--- config.mk ---
export PLATFORM = sky130hd
export DESIGN_NAME = rde_ctrl
export DESIGN_NICKNAME = d
export VERILOG_FILES = /design/src/hdl/rde_pkg.sv /design/src/hdl/rde_ctrl.sv
export SDC_FILE = /design/constraint.sdc
export NUM_CORES = 1
export LEC_CHECK = 0
export BUFFER_PORTS_ARGS = -buffer_cell sky130_fd_sc_hd__buf_2
export CAP_MARGIN = 10
export CORE_MARGIN = 3
export CORE_UTILIZATION = 56
export CTS_CLUSTER_SIZE = 25
export DETAILED_ROUTE_END_ITERATION = 10
export PLACE_DENSITY = 0.91
export SLEW_MARGIN = 25
export SYNTH_ARGS = -nofsm -noshare
export SYNTH_HDL_FRONTEND = slang
export SYNTH_SLANG_ARGS = --single-unit
--- constraint.sdc ---
create_clock -name clk -period 5.6 [get_ports clk]
set_clock_uncertainty 0.1 [all_clocks]
set_input_delay 0.56 -clock clk [delete_from_list [all_inputs] [get_ports clk]]
set_output_delay 0.56 -clock clk [all_outputs]
set_load 0.05 [all_outputs]
--- src/hdl/rde_pkg.sv ---
// Shared types and constants of the reversible deque engine.
// No dependencies.
`timescale 1ns / 1ps

package rde_pkg;

	localparam int DEPTH_DEF = 1024;

	localparam logic [2:0] OP_CLEAR   = 3'd0;
	localparam logic [2:0] OP_PUSH    = 3'd1;
	localparam logic [2:0] OP_REVERSE = 3'd2;
	localparam logic [2:0] OP_DELETE  = 3'd3;
	localparam logic [2:0] OP_READ    = 3'd4;

	localparam logic [1:0] ST_OK    = 2'd0;
	localparam logic [1:0] ST_ERR   = 2'd1;
	localparam logic [1:0] ST_FULL  = 2'd2;
	localparam logic [1:0] ST_EMPTY = 2'd3;

	// result queue behind the pipeline register
	localparam int OQ_DEPTH = 3;
	localparam int OQ_AW    = $clog2(OQ_DEPTH);
	localparam int OQ_CW    = $clog2(OQ_DEPTH + 1);

	typedef struct packed {
		logic [2:0]         op;
		logic signed [31:0] push_value;
	} cmd_t;

	typedef struct packed {
		logic [1:0]         status;
		logic signed [31:0] read_value;
		logic               last;
	} res_t;

	// control outcome of one item, registered next to the memory read data
	typedef struct packed {
		logic       valid;
		logic [1:0] status;
		logic       last;
		logic       rd;
	} stage_t;

endpackage

--- src/hdl/rde_ctrl.sv ---
// Deque pointer, count and flag logic; drives the element store ports.
// Depends on rde_pkg.
`timescale 1ns / 1ps

module rde_ctrl
	import rde_pkg::*;
#(
	parameter int DEPTH = DEPTH_DEF,
	localparam int AW = (DEPTH > 1) ? $clog2(DEPTH) : 1,
	localparam int CW = $clog2(DEPTH + 1)
) (
	input  logic               clk,
	input  logic               arst_n,
	input  logic               acc,
	input  cmd_t               cmd,
	output logic               mem_we,
	output logic [AW-1:0]      mem_waddr,
	output logic signed [31:0] mem_wdata,
	output logic               mem_re,
	output logic [AW-1:0]      mem_raddr,
	output stage_t             stage_s1
);

	localparam int SW = CW + 1;
	localparam logic [SW-1:0] DEPTH_S = SW'(DEPTH);
	localparam logic [AW-1:0] TOP_IDX = AW'(DEPTH - 1);
	localparam logic [CW-1:0] FULL_CNT = CW'(DEPTH);

	logic [AW-1:0] head_q, head_n;
	logic [CW-1:0] count_q, count_n;
	logic          rev_q, rev_n;
	logic          err_q, err_n;

	logic [SW-1:0] sum_tail;
	logic [SW-1:0] tail_w;
	logic [AW-1:0] tail_idx;
	logic [AW-1:0] back_idx;
	logic [AW-1:0] head_inc;
	logic [AW-1:0] front_idx;
	logic          empty;
	logic          full;
	logic          known_op;
	logic [1:0]    status;
	logic          last;
	logic          rd;

	logic          valid_s1;
	logic [1:0]    status_s1;
	logic          last_s1;
	logic          rd_s1;

	always_comb begin
		sum_tail  = SW'(head_q) + SW'(count_q);
		tail_w    = (sum_tail >= DEPTH_S) ? (sum_tail - DEPTH_S) : sum_tail;
		tail_idx  = tail_w[AW-1:0];
		back_idx  = (tail_idx == '0) ? TOP_IDX : (tail_idx - 1'b1);
		head_inc  = (head_q == TOP_IDX) ? '0 : (head_q + 1'b1);
		front_idx = rev_q ? back_idx : head_q;
		empty     = (count_q == '0);
		full      = (count_q >= FULL_CNT);
		known_op  = (cmd.op == OP_PUSH) || (cmd.op == OP_REVERSE) ||
			(cmd.op == OP_DELETE) || (cmd.op == OP_READ);

		head_n    = head_q;
		count_n   = count_q;
		rev_n     = rev_q;
		err_n     = err_q;
		status    = ST_OK;
		last      = 1'b0;
		rd        = 1'b0;
		mem_we    = 1'b0;
		mem_re    = 1'b0;
		mem_waddr = tail_idx;
		mem_wdata = cmd.push_value;
		mem_raddr = front_idx;

		if (cmd.op == OP_CLEAR) begin
			head_n  = '0;
			count_n = '0;
			rev_n   = 1'b0;
			err_n   = 1'b0;
		end else if (known_op && err_q) begin
			status = ST_ERR;
		end else if (cmd.op == OP_PUSH) begin
			if (full) begin
				status = ST_FULL;
			end else begin
				mem_we  = acc;
				count_n = count_q + 1'b1;
			end
		end else if (cmd.op == OP_REVERSE) begin
			if (!empty) begin
				rev_n = !rev_q;
			end
		end else if (cmd.op == OP_DELETE || cmd.op == OP_READ) begin
			if (empty) begin
				if (cmd.op == OP_DELETE) begin
					err_n  = 1'b1;
					status = ST_ERR;
				end else begin
					status = ST_EMPTY;
				end
			end else begin
				count_n = count_q - 1'b1;
				if (!rev_q) begin
					head_n = head_inc;
				end
				if (cmd.op == OP_READ) begin
					mem_re = acc;
					rd     = 1'b1;
					last   = (count_q == CW'(1));
				end
			end
		end
	end

	always_ff @(posedge clk or negedge arst_n) begin
		if (!arst_n) begin
			head_q   <= '0;
			count_q  <= '0;
			rev_q    <= 1'b0;
			err_q    <= 1'b0;
			valid_s1 <= 1'b0;
		end else begin
			valid_s1 <= acc;
			if (acc) begin
				head_q  <= head_n;
				count_q <= count_n;
				rev_q   <= rev_n;
				err_q   <= err_n;
			end
		end
	end

	always_ff @(posedge clk) begin
		if (acc) begin
			status_s1 <= status;
			last_s1   <= last;
			rd_s1     <= rd;
		end
	end

	assign stage_s1 = '{valid: valid_s1, status: status_s1, last: last_s1, rd: rd_s1};

endmodule

Word level (Yosys, flattened, before mapping)
Cells that the tools add are included.

word-level totals
  register bits = 28
  logic and storage cells = 103

cells by class
  $add $sub $neg = 6
  $lt $le $gt $ge = 2
  equality and inequality tests = 14
  muxes and demuxes = 49
  bitwise operators = 2
  reductions and logical operators = 21

operator list
  operator               number
  $mux 10                11
  $mux 11                7
  $mux 1                 25
  $sub 10x1->10 const B  2
  $reduce_and 7->1       2
  $add 10x11->12         1
  $ge 12x11->1 const B   1
  $mux 2                 6
  $add 11x1->11 const B  1
  $eq 11x1->1 const B    1
  $ge 11x11->1 const B   1
  $logic_not 11->1       1
  $sub 11x1->11 const B  1
  $add 10x1->10 const B  1
  $eq 10x10->1 const B   1
  $logic_not 10->1       1
  $ne 2x1->1 const B     4
  $reduce_bool 2->1      4
  $reduce_or 7->1        1
  $eq 3x2->1 const B     2
  $ne 3x2->1 const B     2
  $reduce_and 6->1       1
  $reduce_or 6->1        1
  $reduce_and 5->1       1
  11 further kinds       15

Logic depth before layout (Yosys ltp)
  word-level depth = 9
  mapped depth = 10

Least setup slack after synthesis
Ideal clock, no wire load.

  kind = register -> output
  start point = reg count_q[0]
  end point = out mem_raddr[8]
  arrival = 3.271 ns
  path slack = 1.669 ns
  cell stages (with the launch flop) = 11
  cell sequence = dfrtp_1 ha_1 inv_1 fa_1 nand2b_1 a21oi_1 o2bb2ai_1 nor2_1 inv_1 and4_1 o41ai_2

on the way
  cells in the longest elaborated chain, start to end = 6
  elaborated cells between the ends (all ways) = 8
  classes of those cells = add/sub: 3; order compare: 1; mux: 3; reduce/logical: 1

ends and longest elaborated chain
  element                                                   line             source
  from (decl)                                               rde_ctrl.sv:30   logic [CW-1:0] count_q, count_n;
  from (signal assigned)                                    rde_ctrl.sv:128  count_q <= count_n;
  $add 10x11->12 (*)                                        rde_ctrl.sv:53   sum_tail = SW'(head_q) + SW'(count_q);
  $sub 10x1->10 / $ge 12x11->1 (equally long branches)      rde_ctrl.sv:54   tail_w = (sum_tail >= DEPTH_S) ? (sum_tail - DEPTH_S) : sum_tail;
  $mux 10 (*)                                               rde_ctrl.sv:54
  via mem_waddr[8]                                          rde_ctrl.sv:17   output logic [AW-1:0] mem_waddr,
  $sub 10x1->10 / $logic_not 10->1 (equally long branches)  rde_ctrl.sv:56   back_idx = (tail_idx == '0) ? TOP_IDX : (tail_idx - 1'b1);
  $mux 10 (*)                                               rde_ctrl.sv:56
  $mux 10 (*)                                               rde_ctrl.sv:58   front_idx = rev_q ? back_idx : head_q;
  to (decl)                                                 rde_ctrl.sv:20   output logic [AW-1:0] mem_raddr,

The timed path passes the listed nets; every way through them passes the cells marked *.

Worst setup path after layout
  start point = reg count_q[0]
  end point = out mem_raddr[8]

on the way
  cells in the longest elaborated chain, start to end = 6
  elaborated cells between the ends (all ways) = 8
  classes of those cells = add/sub: 3; order compare: 1; mux: 3; reduce/logical: 1

ends and longest elaborated chain
  element                                                   line
  $add 10x11->12 (*)                                        rde_ctrl.sv:53
  $sub 10x1->10 / $ge 12x11->1 (equally long branches)      rde_ctrl.sv:54
  $mux 10 (*)                                               rde_ctrl.sv:54
  $sub 10x1->10 / $logic_not 10->1 (equally long branches)  rde_ctrl.sv:56
  $mux 10 (*)                                               rde_ctrl.sv:56
  $mux 10 (*)                                               rde_ctrl.sv:58

Every way passes the cells marked *; elsewhere a longest branch is shown, timed or not.

==> flow_summary.json <==
{
  "place_congestion": 0.917,
  "max_slew_margin_pct": 48.2,
  "synth_top_area_cell": "dfrtp_1",
  "portBuffers": 32,
  "nets": 378,
  "status": "finished clean",
  "ios": 97,
  "avgViaCountPerCell": 6.32,
  "drc": 0,
  "yosysTopAreaCellShare_pct": 20.9,
  "p_int_uw": 773,
  "htree_levels": 1,
  "r2r_end": "count_q[9]$_DFFE_PN0P_",
  "start_util_pct": 59.2,
  "finalPower_mw": 1.94,
  "maxSlewViolCount": 0,
  "wl_per_cell_um": 16.6,
  "dr_total_vias": 2458,
  "num_rows": 25,
  "critPathKind": "flip-flop to output port",
  "area_growth_pct": -0.349,
  "grt_use_total_pct": 22.3,
  "first_global_vias": 2373,
  "irDropWorstVdd_mv": 0.588,
  "max_freq_mhz": 250,
  "fin_crit_sh_pct": 71.5,
  "combPwrFrac_pct": 73.8,
  "period_minus_slack_ps": 4010,
  "reg2reg_slack_ps": 2940,
  "synth_edf_count": 4,
  "reg2reg_depth": 8,
  "swShare_pct": 60.3,
  "synth_seq_cells": 28,
  "p_switching_mw": 1.17,
  "cap_violations": 0,
  "cts_hold_buf": 0,
  "wirelength_um": 6460,
  "antenna_found_initial": 0,
  "cts_buffer_depth": 2,
  "worst_slew_pin_slew_ps": 777,
  "clk_pin_slew_worst_paths_ps": 90,
  "drive_above_1_share_pct": 19.3,
  "seq_power_share_pct": 17.9,
  "cp-end-kind": "output port",
  "dp_hpwl_um": 4710,
  "synthDistinctLibCells": 75,
  "fp.dieH_um": 77.6,
  "cts_tree": "done",
  "crit_arrival_ps": 3350,
  "synthFlopType": "dfrtp_1",
  "fin_tns_setup_ps": 0,
  "ant_nets": 0,
  "synth_cells": 331,
  "setup_viol": 0,
  "postLayoutCoreUtil_pct": 59.0,
  "required_ps": 4940,
  "clkPwrFrac_pct": 8.3,
  "crit-reg2reg-launch": "count_q[1]$_DFFE_PN0P_",
  "die-area_mm2": 0.00602,
  "cts_buffers": 3,
  "worstSkewPairLatency_ps": 280,
  "hp-class": "primary input to asynchronous set/reset pin",
  "cts-root-buf": "clkbuf_8",
  "dieWidth_um": 77.6,
  "ys_warn_count": 0,
  "core_area_mm2": 0.00485,
  "setup.worst_path.start_class": "flip-flop",
  "grt-ovfl-total": 0,
  "p_per_area_mw_per_mm2": 680,
  "hold_viol_final": 0,
  "yosysSeqAreaShare_pct": 25.1,
  "drt_first_pass_iters": 5,
  "hold_ws_ps": 169,
  "synth-async-reset-ratio_pct": 85.7,
  "cts_post_setup_buffers_inserted": 0,
  "grt_max_degree": 25,
  "path_max_fanout": 9,
  "synth_nets": 386,
  "grt_pass1_wl_um": 11100,
  "drt_iter0_markers": 210,
  "rsz0062_at_grt": "false",
  "syn_area_mm2": 0.00287,
  "syn_avg_cell_area_um2": 8.67,
  "power_leakage_nw": 1.27,
  "synthTopCellsByArea": "dfrtp_1 (21%), buf_4 (9.4%), ha_1 (7.0%)",
  "cts_resized": 0,
  "n_antenna_cell": 0,
  "cts.sinks": 28
}
[layout by cell type (no fill, tap or decap), types with 2 or more instances in the layout]
cell / instances
xor2_1: 3
and2_1: 5
a31oi_1: 7
o21bai_1: 3
a211oi_1: 3
o21ai_1: 19
buf_2: 32
inv_1: 16
a21o_1: 7
nand3_1: 4
xnor2_1: 10
o21a_1: 2
nand4_1: 4
o22ai_1: 3
nor2b_1: 5
a22o_1: 3
xnor2_2: 2
dfrtp_1: 24
o31ai_1: 2
a21oi_1: 17
edfxtp_1: 4
xor2_2: 2
ha_1: 16
nor4_1: 3
o21ai_0: 3
a21oi_2: 3
clkbuf_8: 3
or3_1: 8
nor3b_1: 2
nor3_1: 8
nor2_1: 29
a211o_1: 2
o2bb2ai_1: 2
and4_1: 2
nand2_1: 15
o211ai_1: 2
and3_1: 6
nand2b_1: 6
[critical path: stages, from the launching register on]
cell	delay, ps
dfrtp_1	510
ha_1	250
inv_1	60
fa_1	390
nand2b_1	180
a21oi_1	290
o2bb2ai_1	210
nor4_4	340
a211oi_1	150
o41ai_2	350
buf_2	320
[routing by layer]
layer  wire length, um  track usage [%]
met5                 0                0
met2              3170             39.4
met1              2750             27.6
met4               148             8.54
met3               395             2.67
[cells by family after synthesis]
family / share of synthesized area (%)
AND/OR/NAND/NOR: 23.4
AO/OA/AOI/OAI: 23.8
buffers and inverters: 13.4
flip-flops: 25.1
XOR/XNOR: 6.23
adder cells (fa/ha/maj): 7.67
multiplexers: 0.349
[power groups by stage]
| stage | Sequential, mW | Clock, mW | Combinational (mW) |
|---|---|---|---|
| after floorplan | 0.319 | 0 | 1.23 |
| after global placement | 0.343 | 0 | 1.39 |
| after detailed placement | 0.348 | 0 | 1.42 |
| after CTS | 0.344 | 0.163 | 1.43 |
| after global routing | 0.358 | 0.172 | 1.54 |
| final | 0.349 | 0.161 | 1.43 |
[area by class of cell]
cell class                      instances  area, um2
Fill cell                             411       1990
Multi-Input combinational cell        242       1760
Sequential cell                        28        721
Timing Repair Buffer                   32        160
Tap cell                               67       83.8
Inverter                               16       60.1
Clock buffer                            3       41.3
Clock inverter                          1       30.0
[state kept, by name, indices dropped and copies added, names as in the netlist]
register	flops
count_q	11
err_q	1
head_q	10
last_s1	1
rd_s1	1
rev_q	1
status_s1	2
valid_s1	1
[cell usage after synthesis, types with 2 or more instances]
| cell | number |
|---|---|
| a211o_1 | 2 |
| a211oi_1 | 3 |
| a21o_1 | 7 |
| a21oi_1 | 17 |
| a21oi_2 | 3 |
| a22o_1 | 3 |
| a31oi_1 | 7 |
| and2_1 | 5 |
| and3_1 | 6 |
| and4_1 | 2 |
| buf_2 | 3 |
| buf_4 | 36 |
| clkbuf_1 | 4 |
| dfrtp_1 | 24 |
| edfxtp_1 | 4 |
| ha_1 | 16 |
| inv_1 | 16 |
| nand2_1 | 15 |
| nand2b_1 | 6 |
| nand3_1 | 4 |
| nand4_1 | 4 |
| nor2_1 | 29 |
| nor2b_1 | 5 |
| nor3_1 | 8 |
| nor3b_1 | 2 |
| nor4_1 | 3 |
| o211ai_1 | 2 |
| o21a_1 | 2 |
| o21ai_0 | 3 |
| o21ai_1 | 19 |
| o21bai_1 | 3 |
| o22ai_1 | 3 |
| o2bb2ai_1 | 2 |
| o31ai_1 | 2 |
| or3_1 | 8 |
| xnor2_1 | 10 |
| xnor2_2 | 2 |
| xor2_1 | 3 |
| xor2_2 | 2 |
[worst max path at each step]
| stage | start | end | cells after the start |
|---|---|---|---|
| after floorplan | count_q[0]$_DFFE_PN0P_ | mem_raddr[8] | 10 |
| after global placement | count_q[0]$_DFFE_PN0P_ | mem_raddr[8] | 10 |
| after detailed placement | count_q[0]$_DFFE_PN0P_ | mem_raddr[8] | 10 |
| after CTS | count_q[0]$_DFFE_PN0P_ | mem_raddr[8] | 10 |
| after global routing | count_q[0]$_DFFE_PN0P_ | mem_raddr[2] | 10 |
| final | count_q[0]$_DFFE_PN0P_ | mem_raddr[8] | 10 |
[stage by stage]
| stage | cell area, um2 | setup slack [ps] | instances |
|---|---|---|---|
| 2_1_floorplan | 2870 | 1670 | 331 |
| 3_3_place_gp | 2790 | 2120 | 385 |
| 3_5_place_dp | 2790 | 1980 | 385 |
| 4_1_cts | 2860 | 1640 | 389 |
| 5_1_grt | 2860 | 1340 | 389 |
| 6_report | 2860 | 1590 | 389 |
Note: power is estimated with default switching activity, not from simulation.
