### src/hdl/rde_pkg.sv
// Shared types and constants of the reversible deque engine.
// No dependencies.
`timescale 1ns / 1ps

package rde_pkg;

	localparam int DEPTH_DEF = 1024;

	localparam logic [2:0] OP_CLEAR   = 3'd0;
	localparam logic [2:0] OP_PUSH    = 3'd1;
	localparam logic [2:0] OP_REVERSE = 3'd2;
	localparam logic [2:0] OP_DELETE  = 3'd3;
	localparam logic [2:0] OP_READ    = 3'd4;

	localparam logic [1:0] ST_OK    = 2'd0;
	localparam logic [1:0] ST_ERR   = 2'd1;
	localparam logic [1:0] ST_FULL  = 2'd2;
	localparam logic [1:0] ST_EMPTY = 2'd3;

	// result queue behind the pipeline register
	localparam int OQ_DEPTH = 3;
	localparam int OQ_AW    = $clog2(OQ_DEPTH);
	localparam int OQ_CW    = $clog2(OQ_DEPTH + 1);

	typedef struct packed {
		logic [2:0]         op;
		logic signed [31:0] push_value;
	} cmd_t;

	typedef struct packed {
		logic [1:0]         status;
		logic signed [31:0] read_value;
		logic               last;
	} res_t;

	// control outcome of one item, registered next to the memory read data
	typedef struct packed {
		logic       valid;
		logic [1:0] status;
		logic       last;
		logic       rd;
	} stage_t;

endpackage

### src/hdl/rde_outq.sv
// Small result queue between the pipeline register and the result port.
// Depends on rde_pkg.
`timescale 1ns / 1ps

module rde_outq
	import rde_pkg::*;
(
	input  logic             clk,
	input  logic             arst_n,
	input  logic             push,
	input  res_t             push_item,
	input  logic             pop,
	output logic             valid,
	output res_t             head_item,
	output logic [OQ_CW-1:0] fill
);

	localparam logic [OQ_AW-1:0] LAST_PTR = OQ_AW'(OQ_DEPTH - 1);

	res_t             entry_q [OQ_DEPTH];
	logic [OQ_AW-1:0] wp_q;
	logic [OQ_AW-1:0] rp_q;
	logic [OQ_CW-1:0] cnt_q;

	always_ff @(posedge clk or negedge arst_n) begin
		if (!arst_n) begin
			wp_q  <= '0;
			rp_q  <= '0;
			cnt_q <= '0;
		end else begin
			if (push) begin
				wp_q <= (wp_q == LAST_PTR) ? '0 : (wp_q + 1'b1);
			end
			if (pop) begin
				rp_q <= (rp_q == LAST_PTR) ? '0 : (rp_q + 1'b1);
			end
			if (push && !pop) begin
				cnt_q <= cnt_q + 1'b1;
			end else if (pop && !push) begin
				cnt_q <= cnt_q - 1'b1;
			end
		end
	end

	always_ff @(posedge clk) begin
		if (push) begin
			entry_q[wp_q] <= push_item;
		end
	end

	assign valid     = (cnt_q != '0);
	assign head_item = entry_q[rp_q];
	assign fill      = cnt_q;

endmodule

### config.mk
export PLATFORM = sky130hd
export DESIGN_NAME = rde_outq
export DESIGN_NICKNAME = d
export VERILOG_FILES = /design/src/hdl/rde_pkg.sv /design/src/hdl/rde_outq.sv
export SDC_FILE = /design/constraint.sdc
export NUM_CORES = 1
export LEC_CHECK = 0
export BUFFER_PORTS_ARGS = -buffer_cell sky130_fd_sc_hd__buf_2
export CAP_MARGIN = 20
export CORE_MARGIN = 2
export CORE_UTILIZATION = 32
export CTS_BUF_LIST = sky130_fd_sc_hd__clkbuf_4 sky130_fd_sc_hd__clkbuf_8 sky130_fd_sc_hd__clkbuf_16
export DETAILED_ROUTE_END_ITERATION = 7
export PLACE_DENSITY_LB_ADDON = 0.25
export SYNTH_ARGS = -nofsm -noshare
export SYNTH_HDL_FRONTEND = slang
export SYNTH_SLANG_ARGS = --single-unit
### constraint.sdc
create_clock -name clk -period 10.7 [get_ports clk]
set_input_delay 2.14 -clock clk [delete_from_list [all_inputs] [get_ports clk]]
set_output_delay 2.14 -clock clk [all_outputs]
set_load 0.02 [all_outputs]
**Word-level counts from Yosys, hierarchy flattened**

Memory sizes are Yosys's and may differ from the RTL's.
Index checks and enable logic that the tools add are counted.

- Memories: 1
- Register bits: 6
- RAM bits: 105
- Logic and storage cells: 22
- Output and inout port bits: 38
- Input port bits: 39

- Add/sub/neg operators: 4
- Equality and inequality tests: 2
- Reductions and logical operators: 6
- Muxes and demuxes: 6

Memories:

| memory | depth | width | rd ports | clocked after Yosys merged registers in | write ports | RTL line | source |
|---|---|---|---|---|---|---|---|
| entry_q | 3 | 35 | 1 | 0 | 1 | rde_outq.sv:20 | `res_t entry_q [OQ_DEPTH];` |

Operators by type and width:

| kind | count |
|---|---|
| 2-bit two-way mux | 4 |
| 2-bit by 1-bit adder with 2-bit output (second input constant) | 3 |
| 2-bit equality test (second input constant) | 2 |
| 2-bit nonzero test | 2 |
| 1-bit logical AND | 2 |
| 1-bit logical NOT | 2 |
| 1-bit two-way mux | 2 |
| 2-bit by 1-bit subtractor with 2-bit output (second input constant) | 1 |

**Logic depth before layout (Yosys ltp)**

Gate-level depths: netlist of the first run.

- Depth in word-level cells: 4
- Depth in mapped cells: 5
- Gate-level depth less buffers: 5

**Worst setup path before layout of the first run**

No wires, ideal clock.

- Kind: input to register
- Start: input push
- End: memory entry_q[2][0] (netlist name) (enable)
- Stages: 2
- Buffers on the path: 0
- Path slack: 5.426 ns
- Required time: 10.222 ns
- Library setup time: 0.478 ns
- Data arrival time: 4.796 ns
- Cells stage by stage: inv_1 nor3b_1

- Cells in the longest elaborated chain, start to end: 2

RTL lines:

| item | RTL line | source |
|---|---|---|
| start: declaration | rde_outq.sv:10 | `input logic push,` |
| 1-bit two-way mux | rde_outq.sv:46 | `if (push) begin` |
| 1-bit two-way mux (implied by the code) | rde_outq.sv:47 | `entry_q[wp_q] <= push_item;` |
| end: declaration | rde_outq.sv:20 |  |

No other way between the ends.

==> results of run 1 <==
state kept, by name, summed over array words and instances, names as in the netlist:
| register | count |
|---|---|
| entry_q | 105 |
| fill | 2 |
| rp_q | 2 |
| wp_q | 2 |
layer usage:
| layer | up-vias | global-route usage (%) | wire [µm] |
|---|---|---|---|
| met5 | - | 0 | 7 |
| met4 | 2 | 4.69 | 97 |
| met3 | 12 | 5.45 | 522 |
| met2 | 59 | 18.6 | 3670 |
| met1 | 1041 | 13.2 | 3210 |
| li1 | 1075 | - | - |
cell type report:
| class | count | area, µm² |
|---|---|---|
| clock buffers | 10 | 233 |
| clock inverters | 6 | 85.1 |
| fillers | 1243 | 7640 |
| inverters | 3 | 11.3 |
| multi-input cells | 121 | 783 |
| flip-flops and latches | 111 | 3310 |
| well taps | 172 | 215 |
| repair buffers | 82 | 450 |
cells by family after synthesis:
family | count (synthesis)
muxes | 36
xor gates and xnor gates | 3
buffers and inverters | 15
AOI/OAI and AO/OA | 38
DFF | 111
and+or+nand+nor | 43
adders and majority gates | 1
final timing paths:
kind	start	endpoint	slack (ps)
min	fill[1]	fill[1]	490
min in group asynchronous	arst_n	fill[1]	1600
min reg2reg	fill[1]	fill[1]	490
max in group asynchronous	arst_n	rp_q[1]	8930
max reg2reg	wp_q[1]	entry_q[2][4]	9210
max	rp_q[0]	head_item[22]	6670
per-stage QoR:
| stage | instance area [µm²] | hold slack, ps | util, % | worst slack [ps] |
|---|---|---|---|---|
| after CTS | 5080 | 492 | 40.0 | 6590 |
| after floorplan | 4190 | 488 | - | 5430 |
| after global placement | 4730 | 470 | 37.1 | 6760 |
| after detailed placement | 4770 | 473 | 37.5 | 6990 |
| after global routing | 5080 | 521 | 40.0 | 6510 |
| final | 5080 | 487 | 40.0 | 6670 |
report_power, final:
group          switching, W  total, W  internal, W
Sequential        0.0000276  0.000585     0.000557
Combinational      0.000188  0.000286    0.0000976
Clock              0.000145  0.000352     0.000207
Total              0.000361   0.00122     0.000861
cells in the final DEF (no fill, tap or decap), drive strengths merged, types with 3 or more instances in the layout:
cell type,count
buf,82
clkbuf,10
clkinv,3
dfrtp,6
edfxtp,105
inv,3
mux2i,36
nand2,37
o21ai,36
==> impl_metrics.env, run 1 <==
export IMPL_worstRegToRegCells=2
export IMPL_period_minus_slack_ps=4030
export IMPL_path_class="reg2out"
export IMPL_fin_setup_tns_ps=0
export IMPL_grt_usage_pct=11.6
export IMPL_viasPerCell=4.33
export IMPL_cts_tree="built"
export IMPL_hold_viol_final=0
export IMPL_ys_types=20
export IMPL_die_y_um=118
export IMPL_post_cts_buffers=0
export IMPL_yosys_most_used_dff="edfxtp_1"
export IMPL_synth_area_leader_cell="edfxtp_1"
export IMPL_synth_xor_area_share_pct=0.628
export IMPL_synth_area_per_cell_um2=16.9
export IMPL_crit_cells=4
export IMPL_clkTransAtPathRegs_ps=70
export IMPL_grt_antenna_before_repair=1
export IMPL_synthesis_area_um2=4190
export IMPL_place_gp_congestion=0.647
export IMPL_critical_path_slowest_cell="dfrtp_2"
export IMPL_crit_chain="buf_12 -> mux2i_1 -> o21ai_1 -> buf_2"
export IMPL_min_path_cells=1
export IMPL_dieArea_um2=14000
export IMPL_p_per_area_nw_per_um2=241
export IMPL_max_stage_delay_ps=720
export IMPL_synth_compound_area_share_pct=4.66
export IMPL_vias=2189
export IMPL_cts_root_buffer="clkbuf_16"
export IMPL_post_route_period_util_pct=37.6
export IMPL_crit_required_ps=8560
export IMPL_synthMuxAreaShare_pct=8.61
export IMPL_htree_levels=3
export IMPL_io_pins=77
export IMPL_start_kind="flop"
export IMPL_synth_edf_count=105
export IMPL_start_util_pct=32.9
export IMPL_finalSetupViolations=0
export IMPL_ys_seq_area_share_pct=78.9
export IMPL_dp_hpwl_mm=4.70
export IMPL_end_kind="output port"
export IMPL_path_delay_family="flip-flops"
export IMPL_synth_async_reset_ratio_pct=5.41
export IMPL_hp_class="reg2reg"
export IMPL_slew_viol_final=0
export IMPL_clk_latency_ps=350
export IMPL_port_buffers=76
export IMPL_worst_pin_slew_ps=716
export IMPL_synth_adder_area_share_pct=0.299
export IMPL_ys_warn_count=0
export IMPL_arrival_ps=1890
export IMPL_syn_to_final_growth_pct=21.4
export IMPL_overflow=0
export IMPL_grt_pass1_wl_mm=12.0
export IMPL_yosysMostFrequentCell="edfxtp_1"
export IMPL_grt_max_degree=73
export IMPL_yosys_top_cells_area="edfxtp_1, mux2i_1, o21ai_1, dfrtp_1, nand2_1"
export IMPL_core_area_um2=12700
export IMPL_irDropWorstVdd_v=0.000131
export IMPL_drt_total_wl_mm=7.50
export IMPL_num_rows=41
export IMPL_synth_seq_cells=111
export IMPL_cts_sinks=111
export IMPL_path_buf_inv=2
export IMPL_num_antenna_cells=0
export IMPL_finalNonFillerCells=505
export IMPL_wl_per_cell_um=14.9
export IMPL_cts_buffers=9
export IMPL_drive_gt1_share_pct=31.2
export IMPL_synth_top_cells_by_count="edfxtp_1, nand2_1, mux2i_1, o21ai_1, dfrtp_1"
export IMPL_synth_simple_area_share_pct=4.09
export IMPL_max_freq_mhz=248
export IMPL_timing_max_cap_violations=0
export IMPL_postCtsHoldBufs=0
export IMPL_cts_repair_resized=0
export IMPL_fin_total_pwr_w=0.00122
export IMPL_die_w_um=118
export IMPL_rsz0062_at_grt="no"
export IMPL_synth_top_family_by_area="multiplexers"
export IMPL_mappedNetlistNets=287
export IMPL_grt_pass1_vias=2277
export IMPL_dp_cells=489
export IMPL_worstPathMaxFanout=20
export IMPL_outcome="complete, no violations"
export IMPL_drc=0
export IMPL_synth_cells=247
export IMPL_p_leak_nw=1.89
export IMPL_cts_max_path_buffers=2
export IMPL_finalNetCount=368
export IMPL_finClkSkew_ps=4.85
export IMPL_drt_iter0_drc=132
export IMPL_synth_top_area_share_pct=75.3
export IMPL_drt_pass1_iterations=4
export IMPL_drtAntennaViolNets=0
export IMPL_slew_headroom_pct=52.3
(Power assumes the default switching activity.)
==> run 2, diff against run 1 <==
Clock period 10.7 ns to 4 ns, I/O delays scaled along.
==> run 2 against run 1 <==
Total power grew to 2.6 times the previous value; largest power group unchanged; wire length is 1.9% higher; sequential power rose to 2.7 times the previous value; critical path type unchanged.
==> impl_metrics.env, run 2 (synthesis results as in run 1) <==
export IMPL_drtAntennaViolNets=0
export IMPL_largest_register_ffs=105
export IMPL_finalNetCount=368
export IMPL_period_minus_slack_ps=2800
export IMPL_mostFrequentLayoutCells="edfxtp_1, buf_2, nand2_1"
export IMPL_met2_wirelength_mm=3.62
export IMPL_rsz0062_at_grt="no"
export IMPL_start_util_pct=32.9
export IMPL_final_common_cell="edfxtp_1"
export IMPL_drc=0
export IMPL_finalSetupViolations=0
export IMPL_worstPathMaxFanout=48
export IMPL_num_rows=41
export IMPL_hp_class="in2async"
export IMPL_wl_met3_um=419
export IMPL_clk_latency_ps=340
export IMPL_num_antenna_cells=0
export IMPL_worst_pin_slew_ps=867
export IMPL_cts_repair_resized=0
export IMPL_grt_usage_pct=11.3
export IMPL_p_leak_nw=1.88
export IMPL_worstRegToRegCells=2
export IMPL_fin_area_um2=5030
export IMPL_hold_viol_final=0
export IMPL_slew_headroom_pct=42.2
export IMPL_end_kind="output port"
export IMPL_finClkSkew_ps=3.70
export IMPL_dieArea_um2=14000
export IMPL_port_buffers=76
export IMPL_grt_pass1_vias=2261
export IMPL_irDropWorstVdd_v=0.000212
export IMPL_fin_setup_tns_ps=0
export IMPL_syn_to_final_growth_pct=20.2
export IMPL_die_y_um=118
export IMPL_slew_viol_final=0
export IMPL_post_route_period_util_pct=70.1
export IMPL_core_area_um2=12700
export IMPL_wl_met1_mm=3.46
export IMPL_vias=2178
export IMPL_cts_buffers=9
export IMPL_max_freq_mhz=357
export IMPL_io_pins=77
export IMPL_viasPerCell=4.33
export IMPL_cts_max_path_buffers=2
export IMPL_place_area_um2=4770
export IMPL_cts_sinks=111
export IMPL_crit_required_ps=3200
export IMPL_overflow=0
export IMPL_post_cts_buffers=0
export IMPL_die_w_um=118
export IMPL_dp_hpwl_mm=4.83
export IMPL_drt_iter0_drc=90
export IMPL_arrival_ps=2000
export IMPL_final_fill_count=1263
export IMPL_drt_total_wl_mm=7.64
export IMPL_dr_max_layer_used="met4"
export IMPL_fin_total_pwr_w=0.00313
export IMPL_p_per_area_nw_per_um2=623
export IMPL_postLayoutCoreUtil_pct=39.5
export IMPL_grt_pass1_wl_mm=11.9
export IMPL_start_kind="flop"
export IMPL_outcome="complete, no violations"
export IMPL_path_class="reg2out"
export IMPL_drt_pass1_iterations=4
export IMPL_htree_levels=3
export IMPL_drive_gt1_share_pct=31.1
export IMPL_place_gp_congestion=0.638
export IMPL_top_register="entry_q"
export IMPL_timing_max_cap_violations=0
export IMPL_wl_per_cell_um=15.2
export IMPL_clkTransAtPathRegs_ps=60
export IMPL_grt_max_degree=49
export IMPL_postCtsHoldBufs=0
export IMPL_cts_root_buffer="clkbuf_16"
export IMPL_cts_tree="built"
export IMPL_grt_antenna_before_repair=0
==> run 2: metrics by stage <==
stage | setup slack, ps | hold WS, ps | std cells
finish | 1200 | 285 | 503
CTS | 1120 | 283 | 503
detailed placement | 1490 | 484 | 489
floorplan | 65.5 | 488 | 247
global placement | 1420 | 466 | 487
global route | 971 | 280 | 503
==> run 2: routing by layer <==
layer	global-route usage, %	vias up
met2	17.9	53
met1	14.5	1039
met4	5.36	0
met3	3.14	9
met5	0	-
li1	-	1077
==> run 2: path summary, 6_finish.rpt <==
check / from / to / slack (ps)
worst max-delay path: rp_q[1] / head_item[8] / 1200
worst min-delay path: arst_n / fill[1] / 280
worst max register to register: wp_q[1] / entry_q[2][15] / 2180
worst min register to register: fill[1] / fill[1] / 490
max in group asynchronous: arst_n / rp_q[0] / 3550
min in group clk: fill[1] / fill[1] / 490
==> run 2: where the power goes <==
group	total [W]	internal (W)	switching, W
Clock	0.000793	0.000434	0.000359
Combinational	0.000741	0.000263	0.000477
Sequential	0.00160	0.00149	0.000108
Total	0.00313	0.00219	0.000944
==> run 2: area by class of cell <==
class	count	area (µm²)	share of cell area, %
tap	172	215	4.28
sequential	111	3310	65.7
clock inverter	2	10.0	0.199
inverter	3	11.3	0.224
clock buffer	12	248	4.92
multi-input combinational	121	783	15.6
timing repair buffer	82	458	9.10
==> run 2: worst max-delay path, cell delays in order, from the launching register on <==
cell	delay [ps]
dfrtp_2	920
buf_4	400
nand2_1	80
o21ai_1	90
buf_2	180
==> run 3, diff against run 2 <==
Settings changed: ABC_AREA set to 1.
Clock period 4 ns to 2.45 ns, I/O delays scaled along.
==> run 3 against run 2 <==
Die area decreased by 0.18%; sequential share of layout area decreased by 1.2 points; design area increased by 1.8%; first-iteration DRC count increased by 62%; cell count increased by 11%; count of clock-buffer cells in the layout decreased by 2; largest power group unchanged; highest routed layer unchanged.
==> impl_metrics.env, run 3 <==
export IMPL_outcome="complete, no violations"
export IMPL_setup_slack_ps=160
export IMPL_worstRegToRegCells=4
export IMPL_synth_async_reset_ratio_pct=5.41
export IMPL_synth_cells=293
export IMPL_port_buffers=76
export IMPL_cts_sinks=111
export IMPL_cts_root_buffer="clkbuf_16"
export IMPL_hold_viol_final=0
export IMPL_grt_max_degree=21
export IMPL_synth_edf_count=105
export IMPL_clk_latency_ps=340
export IMPL_drc=0
export IMPL_worstSetupEndpoint="head_item[34]"
export IMPL_htree_levels=3
export IMPL_ys_warn_count=0
export IMPL_finClkSkew_ps=5.13
export IMPL_viasPerCell=4.35
export IMPL_final_fill_count=1207
export IMPL_top_register="entry_q"
export IMPL_p_leak_nw=2.00
export IMPL_worst_pin_slew_ps=495
export IMPL_postLayoutCoreUtil_pct=40.4
export IMPL_core_area_um2=12700
export IMPL_cts_buffers=9
export IMPL_synth_seq_cells=111
export IMPL_cts_max_path_buffers=2
export IMPL_path_class="reg2out"
export IMPL_num_rows=41
export IMPL_reg2reg_slack_ps=910
export IMPL_grt_pass1_vias=2403
export IMPL_fin_total_pwr_w=0.00608
export IMPL_grt_pass1_wl_mm=12.7
export IMPL_dp_hpwl_mm=5.28
export IMPL_fin_setup_tns_ps=0
export IMPL_grt_antenna_before_repair=0
export IMPL_die_y_um=118
export IMPL_synth_top_area_share_pct=75.4
export IMPL_finalNetCount=421
export IMPL_cts_tree="built"
export IMPL_grt_usage_pct=12.0
export IMPL_irDropWorstVdd_v=0.000520
export IMPL_cts_repair_resized=0
export IMPL_timing_rr_start="wp_q[1]"
export IMPL_timing_max_cap_violations=0
export IMPL_max_freq_mhz=437
export IMPL_synth_top_cells_by_count="edfxtp_1, nand2_1, nand3_1"
export IMPL_place_gp_congestion=0.712
export IMPL_post_route_period_util_pct=93.5
export IMPL_end_kind="output port"
export IMPL_drt_iter0_drc=146
export IMPL_crit_required_ps=1960
export IMPL_yosys_top_cells_area="edfxtp_1, nand2_1, nand3_1, dfrtp_1, buf_6"
export IMPL_yosys_most_used_dff="edfxtp_1"
export IMPL_mappedNetlistNets=333
export IMPL_mostFrequentLayoutCells="nand2_1, edfxtp_1, buf_2"
export IMPL_arrival_ps=1800
export IMPL_finalSetupViolations=0
export IMPL_largest_register_ffs=105
export IMPL_vias=2430
export IMPL_worstPathMaxFanout=20
export IMPL_ys_types=17
export IMPL_drt_total_wl_mm=8.01
export IMPL_num_antenna_cells=0
export IMPL_die_w_um=118
export IMPL_overflow=0
export IMPL_drive_gt1_share_pct=30.8
export IMPL_synth_area_per_cell_um2=14.3
export IMPL_synthesis_area_um2=4180
export IMPL_dp_slack_ps=436
export IMPL_wl_per_cell_um=14.4
export IMPL_clkTransAtPathRegs_ps=70
export IMPL_hp_class="in2reg"
export IMPL_ys_seq_area_share_pct=79.0
export IMPL_crit_path_start="rp_q[1]"
export IMPL_rr_endpoint="entry_q[0][10]"
export IMPL_rsz0062_at_grt="no"
export IMPL_syn_to_final_growth_pct=22.6
export IMPL_start_kind="flop"
export IMPL_dieArea_um2=14000
export IMPL_start_util_pct=33.0
export IMPL_slew_viol_final=0
export IMPL_drtAntennaViolNets=0
export IMPL_period_minus_slack_ps=2290
export IMPL_io_pins=77
export IMPL_slew_headroom_pct=67.0
export IMPL_p_per_area_nw_per_um2=1190
export IMPL_synth_area_leader_cell="edfxtp_1"
export IMPL_drt_pass1_iterations=4
-- run 3: cell count changes after synthesis, moves of 3 or more --
cell / change
mux2i_1: -36
nand2_1: +68
nand2_2: +10
o21ai_0: +3
buf_6: +5
nand3_1: +38
clkbuf_1: -4
inv_1: +7
o21ai_1: -36
-- run 3: kinds of logic (layout without fill, tap and decap cells) --
kind of cell    Yosys count  after routing  share of synthesized area [%]
xor+xnor                  1              1                          0.210
fa+ha+maj                 1              1                          0.299
simple gates            157            157                           16.7
flops                   111            111                           79.0
buf+inv                  20            113                           3.41
compound gates            3              3                          0.359
-- run 3: final cells by class --
| cell class | instances | area, µm² | share of cell area, % |
|---|---|---|---|
| flip-flops and latches | 111 | 3300 | 64.5 |
| inverters | 10 | 37.5 | 0.733 |
| clock buffers | 10 | 233 | 4.54 |
| clock inverters | 6 | 90.1 | 1.76 |
| multi-input cells | 162 | 741 | 14.5 |
| well taps | 172 | 215 | 4.20 |
| repair buffers | 87 | 503 | 9.82 |
-- run 3: report_power, final --
group | switching [W] | internal (W) | total [W]
sequential | 0.000139 | 0.00244 | 0.00258
combinational | 0.00134 | 0.000625 | 0.00196
clock | 0.000627 | 0.000912 | 0.00154
-- run 3: layer usage --
metal | vias to the layer above | GRT usage (%) | routed length [µm]
li1 | 1197 | - | -
met1 | 1168 | 14.1 | 3480
met2 | 56 | 20.1 | 3980
met3 | 9 | 4.20 | 430
met4 | 0 | 4.59 | 128
met5 | - | 0 | 0
-- run 3: worst min-delay path by stage --
stage | from | to | slack (ps) | cells past startpoint
4_1_cts | push_item[22] | entry_q[2][22] | 330 | 1
3_5_place_dp | arst_n | fill[0] | 330 | 1
3_3_place_gp | arst_n | fill[0] | 320 | 1
6_report | push_item[20] | entry_q[1][20] | 350 | 1
2_1_floorplan | arst_n | fill[0] | 190 | 0
5_1_grt | push_item[7] | entry_q[0][7] | 330 | 1
-- run 3: timing repair --
item	4_1_cts	5_1_grt
endpoints found under the hold margin	6	0
endpoints found under the setup margin	0	3
setup buffers	0	1
hold buffers	1	0
-- run 3: stage by stage --
stage          cell area (µm²)  instances  hold WS [ps]
2_1_floorplan             4180        293           194
3_3_place_gp              4780        540           322
3_5_place_dp              4780        540           333
4_1_cts                   5120        557           332
5_1_grt                   5120        558           334
6_report                  5120        558           348
-- run 3: critical path, cell delays in order, from the launching register on --
cell,delay [ps]
dfrtp_2,590
nor2_8,330
buf_12,200
nand2_1,60
nand3_1,90
buf_2,170
